File: src/hdl/quc_pkg.sv
// ----------------------------------------------------------------------------
// quc_pkg
// Shared types, constants and command/status structs for the quote coalescer.
// ----------------------------------------------------------------------------
package quc_pkg;

  localparam int PEND_DEPTH = 32;
  localparam int SENT_DEPTH = 64;
  localparam int PIW = $clog2(PEND_DEPTH);
  localparam int PCW = $clog2(PEND_DEPTH + 1);
  localparam int SIW = $clog2(SENT_DEPTH);
  localparam int SCW = $clog2(SENT_DEPTH + 1);

  localparam logic REQ_ADD   = 1'b0;
  localparam logic REQ_FLUSH = 1'b1;

  typedef struct packed {
    logic        req_type;
    logic [31:0] instrument;
    logic        is_quantity;
    logic [30:0] side_type;
    logic [31:0] price_value;
    logic [31:0] quantity_value;
  } quc_in_t;

  typedef struct packed {
    logic        status;
    logic [31:0] out_instrument;
    logic        out_is_quantity;
    logic [30:0] out_side_type;
    logic [31:0] out_price;
    logic [31:0] out_quantity;
    logic        last;
  } quc_out_t;

  // controller -> datapath
  typedef struct packed {
    logic           load_item;   // capture input item
    logic [PIW-1:0] pidx;        // pending read address
    logic [SIW-1:0] sidx;        // sent read address
    logic           pend_merge;  // write quantity into entry phit_idx
    logic           pend_push;   // append item at pend_count
    logic           pend_clear;  // zero pend_count
    logic           sent_write;  // write flushed entry into table
    logic           sent_new;    // write at sent_count and bump it
    logic           cap_pend;    // latch pending read data as current entry
    logic           set_phit;    // record pending hit at pidx
    logic           set_shit;    // record sent hit
    logic           clr_hits;
    logic           out_load;    // load output register
    logic           out_drop;    // output is a drop status
    logic           out_last;
  } quc_cmd_t;

  // datapath -> controller
  typedef struct packed {
    logic           req_type;
    logic           is_quantity;
    logic [PCW-1:0] pend_count;
    logic [SCW-1:0] sent_count;
    logic           pend_match;  // registered pending read matches item
    logic           pend_qzero;
    logic           sent_match;  // registered sent read matches key
    logic           phit;
    logic           shit;
  } quc_sts_t;

endpackage

File: src/hdl/quc_ctrl.sv
// ----------------------------------------------------------------------------
// quc_ctrl
// Sequencer: pending search, table search, queue append and flush walk.
// ----------------------------------------------------------------------------
module quc_ctrl (
  input  logic              clk,
  input  logic              rst,
  input  logic              in_valid,
  output logic              in_stall,
  output logic              out_valid,
  input  logic              out_stall,
  input  quc_pkg::quc_sts_t sts,
  output quc_pkg::quc_cmd_t cmd
);
  import quc_pkg::*;

  localparam logic [3:0] S_IDLE  = 4'd0;
  localparam logic [3:0] S_DISP  = 4'd1;
  localparam logic [3:0] S_PSRCH = 4'd2;   // address issued, check next cycle
  localparam logic [3:0] S_SSRCH = 4'd3;
  localparam logic [3:0] S_DEC   = 4'd4;
  localparam logic [3:0] S_FRD   = 4'd5;   // flush: read pending entry
  localparam logic [3:0] S_FCAP  = 4'd6;
  localparam logic [3:0] S_FSRCH = 4'd7;
  localparam logic [3:0] S_FOUT  = 4'd8;
  localparam logic [3:0] S_WAIT  = 4'd9;
  localparam logic [3:0] S_DROP  = 4'd10;

  logic [3:0]     state, state_next;
  logic [PCW-1:0] pcnt, pcnt_next;    // pending walk index
  logic [SCW-1:0] scnt, scnt_next;    // sent walk index
  logic           ovalid, ovalid_next;
  logic           fdone, fdone_next;  // flush: this was the last entry
  logic           pchk, pchk_next;    // a read result is pending check

  assign out_valid = ovalid;
  assign in_stall  = (state != S_IDLE) || ovalid;

  always_ff @(posedge clk) begin
    if (rst) begin
      state  <= S_IDLE;
      ovalid <= 1'b0;
      pcnt   <= '0;
      scnt   <= '0;
      fdone  <= 1'b0;
      pchk   <= 1'b0;
    end else begin
      state  <= state_next;
      ovalid <= ovalid_next;
      pcnt   <= pcnt_next;
      scnt   <= scnt_next;
      fdone  <= fdone_next;
      pchk   <= pchk_next;
    end
  end

  always_comb begin
    state_next  = state;
    pcnt_next   = pcnt;
    scnt_next   = scnt;
    fdone_next  = fdone;
    pchk_next   = 1'b0;
    ovalid_next = ovalid && out_stall;
    cmd         = '0;
    cmd.pidx    = pcnt[PIW-1:0];
    cmd.sidx    = scnt[SIW-1:0];
    case (state)
      S_IDLE: begin
        if (in_valid && !in_stall) begin
          cmd.load_item = 1'b1;
          cmd.clr_hits  = 1'b1;
          pcnt_next     = '0;
          scnt_next     = '0;
          state_next    = S_DISP;
        end
      end
      S_DISP: begin
        if (sts.req_type == REQ_FLUSH) begin
          state_next = (sts.pend_count == '0) ? S_IDLE : S_FRD;
        end else if (!sts.is_quantity) begin
          state_next = S_DEC;
        end else begin
          state_next = S_PSRCH;
        end
      end
      // pidx = pcnt is read now; its data is checked in the next cycle
      S_PSRCH: begin
        if (pchk && sts.pend_match) begin
          cmd.pidx      = pcnt[PIW-1:0] - PIW'(1);
          cmd.set_phit  = 1'b1;
          if (sts.pend_qzero) begin
            cmd.pend_merge = 1'b0;
          end
          state_next = S_DEC;
        end else if (pcnt == sts.pend_count) begin
          state_next = S_SSRCH;
        end else begin
          pcnt_next = pcnt + PCW'(1);
          pchk_next = 1'b1;
        end
      end
      S_SSRCH: begin
        if (pchk && sts.sent_match) begin
          cmd.sidx     = scnt[SIW-1:0] - SIW'(1);
          cmd.set_shit = 1'b1;
          state_next   = S_DEC;
        end else if (scnt == sts.sent_count) begin
          state_next = S_DEC;
        end else begin
          scnt_next = scnt + SCW'(1);
          pchk_next = 1'b1;
        end
      end
      S_DEC: begin
        // pend_qzero refers to the hit entry when it was latched; recheck by
        // reading the hit address again
        if (sts.is_quantity && sts.phit && !pchk) begin
          cmd.pidx  = pcnt[PIW-1:0] - PIW'(1);
          pchk_next = 1'b1;
        end else if (sts.is_quantity && sts.phit && sts.pend_qzero) begin
          cmd.pend_merge = 1'b1;
          state_next     = S_IDLE;
        end else if (sts.pend_count == PCW'(PEND_DEPTH)) begin
          state_next = S_DROP;
        end else begin
          cmd.pend_push = 1'b1;
          state_next    = S_IDLE;
        end
      end
      S_DROP: begin
        if (!ovalid || !out_stall) begin
          cmd.out_load = 1'b1;
          cmd.out_drop = 1'b1;
          ovalid_next  = 1'b1;
          state_next   = S_IDLE;
        end
      end
      S_FRD: begin
        state_next = S_FCAP;
      end
      S_FCAP: begin
        cmd.cap_pend = 1'b1;
        cmd.clr_hits = 1'b1;
        scnt_next    = '0;
        fdone_next   = (pcnt + PCW'(1) == sts.pend_count);
        state_next   = S_FSRCH;
      end
      S_FSRCH: begin
        if (pchk && sts.sent_match) begin
          cmd.sidx     = scnt[SIW-1:0] - SIW'(1);
          cmd.set_shit = 1'b1;
          state_next   = S_FOUT;
        end else if (scnt == sts.sent_count) begin
          state_next = S_FOUT;
        end else begin
          scnt_next = scnt + SCW'(1);
          pchk_next = 1'b1;
        end
      end
      S_FOUT: begin
        if (!ovalid || !out_stall) begin
          cmd.out_load   = 1'b1;
          cmd.out_last   = fdone;
          ovalid_next    = 1'b1;
          cmd.sent_write = sts.shit || (sts.sent_count != SCW'(SENT_DEPTH));
          cmd.sent_new   = !sts.shit;
          pcnt_next      = pcnt + PCW'(1);
          if (fdone) begin
            cmd.pend_clear = 1'b1;
            state_next     = S_WAIT;
          end else begin
            state_next = S_FRD;
          end
        end
      end
      S_WAIT: begin
        state_next = S_IDLE;
      end
      default: begin
        state_next = S_IDLE;
      end
    endcase
  end

endmodule
File: config.mk
export PLATFORM = sky130hd
export DESIGN_NAME = quc_ctrl
export DESIGN_NICKNAME = d
export VERILOG_FILES = /design/src/hdl/quc_pkg.sv /design/src/hdl/quc_ctrl.sv
export SDC_FILE = /design/constraint.sdc
export NUM_CORES = 1
export LEC_CHECK = 0
export BUFFER_PORTS_ARGS = -buffer_cell sky130_fd_sc_hd__buf_2
export CAP_MARGIN = 25
export CELL_PAD_IN_SITES_DETAIL_PLACEMENT = 0
export CELL_PAD_IN_SITES_GLOBAL_PLACEMENT = 2
export CORE_ASPECT_RATIO = 0.9
export CORE_UTILIZATION = 27
export DETAILED_ROUTE_END_ITERATION = 16
export PLACE_DENSITY_LB_ADDON = 0.1
export SYNTH_ARGS = -nofsm -noshare
export SYNTH_HDL_FRONTEND = slang
export SYNTH_SLANG_ARGS = --single-unit
File: constraint.sdc
create_clock -name clk -period 2.1 [get_ports clk]
set_input_delay 0.21 -clock clk [delete_from_list [all_inputs] [get_ports clk]]
set_output_delay 0.21 -clock clk [all_outputs]
set_load 0.005 [all_outputs]
==> reports/summary.txt <==
outcome - finished, violations left
violated checks - negative setup slack
CTS tree - built
Mapped Area - 1940 sq um
overall power - 1.64 mW
Reg clk slew, reported paths - 90 ps
post-synth top area share - 20.7%
vias post-DR - 2115
Chip Height - 82.3 microns
Synth top cells by count - 22 x nand2_1, 22 x xnor2_1, 20 x dfxtp_1
Hold-fix buffers, CTS - 0
Rel. slew slack - 60.2%
I/O pins - 50
CP Data Required Time - 1890 ps
Routed WL per cell - 14.6 microns
Crit. End Element - primary output
Post-Synth Adder-Cell Area - 2.59%
vias in the first global route - 1987
Final ANT Viol Nets - 0
Warnings, synthesis - 0
Async SR Flop Fraction - 0%
top cells by area, synth - dfxtp_1 21%, xnor2_1 10%, a21oi_1 4.9%
DP Area - 2560 sq um
flops & latches, synth - 20
Critical Path AT - 2190 ps
vias per inst - 4.95
Root Driver - clkbuf_8
first-pass iteration count of the detailed router - 4
Synth Net Count - 283
Main synth FF type - dfxtp_1
WS Path Type - flip-flop to primary output
Post-synth EDFFs - 0
global-route congestion overflow total - 0
Clock Skews - 6.92 ps
clk buf depth - 2
Synth area leader - dfxtp_1
Synth Area per Inst - 7.59 sq um
final worst slack - -304 ps
main combinational cell family by area after synthesis - simple AND/OR/NAND/NOR gates
Synth Area in Compound Gates - 17.7%
number of CTS-inserted buffers - 3
first-pass GRT wire length - 10.2 mm
Final Cycle Share - 114%
Synth Area in XOR/XNOR - 12.2%
multiplexer share of the synthesized area - 4.78%
Worst Tran Pin Value - 597 ps
DP Wirelength - 5.04 mm
Slew Viols, Final - 0
Ant. Diodes - 0
TritonCTS Sinks - 20
routability cong. - 0.797
synthesized instance count - 255
Max IR drop VDD - 0.203 mV
total track usage - 17.4%
MaxCap Viol Count - 0
fraction of layout cells with a size suffix above 1 - 35.6%
First DRT Iteration DRCs - 60
sequential element share of the synthesized area - 20.7%
Area growth, synth to finish - 38.7%
RSZ-0062 raised after global routing - true
simple-gate share of the synthesized area - 35.9%
f_max - 0.416 GHz
final WL - 6.22 mm
HP Class - primary input to flip-flop
hold_ws - 293 ps
worst-path fanout max - 2
NumNets Final - 366
Unique masters post-synth - 57
Final Critical Period - 2400 ps
Worst setup SP type - flip-flop
Die X - 91.3 microns
final hold violation count - 0
FP Rows - 28
final setup violation count - 6
static leakage - 1.16 nW
H-tree depth - 1
die area - 7510 sq um
post-route cell area - 2690 sq um
Core Box Area - 6760 sq um
initial antenna violation count - 0
later-pin clock latency in the skew report - 270 ps
PortBufs - 49
starting density of the core - 28.6%
# DRC - 0
Power Density - 612 nW/um^2
largest net degree at the start of global routing - 20
## layout make-up
| type | instances | area (sq um) |
|---|---|---|
| flip-flops and latches | 20 | 403 |
| fillers | 740 | 4080 |
| well taps | 90 | 113 |
| clock buffers | 4 | 55.1 |
| multi-input cells | 207 | 1470 |
| inverters | 11 | 41.3 |
| repair buffers | 95 | 604 |
## path summary, 6_finish.rpt
| kind | startpoint | endpoint | slack (ps) | depth (start not counted) |
|---|---|---|---|---|
| min reg2reg | pcnt[5]$_SDFFE_PP0P_ | pcnt[5]$_SDFFE_PP0P_ | 500 | 2 |
| max | state[1]$_SDFFE_PP0P_ | cmd[21] | -300 | 6 |
| max reg2reg | state[1]$_SDFFE_PP0P_ | pcnt[3]$_SDFFE_PP0P_ | 10 | 7 |
| min | rst | scnt[1]$_SDFFE_PP0P_ | 290 | 2 |
## stage by stage
stage	instances	worst slack [ps]	util (%)	setup TNS, ps
CTS	426	-326	39.2	-1060
global route	427	-378	39.7	-2620
floorplan	255	-29.8	-	-29.8
global placement	422	-54.8	37.8	-101
detailed placement	422	-20.4	37.8	-25.5
finish	427	-304	39.7	-901
## cell usage in the layout, fill, tap and decap left out, types with 3 or more instances in the layout
cell / netlist / routed
a211oi_2: 0 / 3
a21o_1: 3 / 3
a21oi_1: 19 / 19
and3_1: 4 / 4
buf_2: 1 / 48
buf_4: 1 / 45
clkbuf_8: 0 / 4
dfxtp_1: 20 / 18
ha_1: 4 / 4
inv_1: 11 / 11
mux2i_1: 7 / 7
nand2_1: 22 / 22
nand2b_1: 8 / 8
nand3_1: 13 / 13
nand4_1: 5 / 5
nor2_1: 14 / 14
nor2b_1: 7 / 7
nor3_1: 9 / 8
nor4_1: 3 / 3
o21ai_0: 5 / 4
o31ai_1: 7 / 7
or3_1: 3 / 3
or4_1: 4 / 4
xnor2_1: 22 / 22
xor2_1: 5 / 5
## critical path, cell delays in order, from the launching register on
cell and delay (ps):
dfxtp_2 330, or4b_4 530, or3_4 360, nand2b_4 80
nor4b_4 200, mux2_4 330, buf_6 110
## sequential cells by signal, indices dropped and copies added (netlist names)
register / cells
scnt: 7
pchk: 1
state: 4
out_valid: 1
fdone: 1
pcnt: 6
## per-layer routing
layer  share of wire, %  track usage, %
met1                 52            24.6
met2                 44            28.0
met3                2.2            2.20
met4                1.1            4.29
met5                  0               0
## logic make-up (layout without fill, tap and decap cells)
logic type               after synthesis  in the layout
AND/OR/NAND/NOR                      115            115
flip-flops                            20             20
AO/OA/AOI/OAI                         52             52
adder cells (fa/ha/maj)                4              4
multiplexers                           9              9
buffers and inverters                 28            110
XOR/XNOR                              27             27
## power by group
group          switching [mW]  internal, mW  total (mW)
combinational           0.471         0.428       0.899
clock                   0.147         0.167       0.314
sequential             0.0227         0.408       0.431
## what timing repair did
action,4_1_cts,5_1_grt
setup buffers,0,1
pin swaps,0,2
resized for setup,9,6
endpoints found under the setup margin,12,21
(Power assumes the default switching activity.)
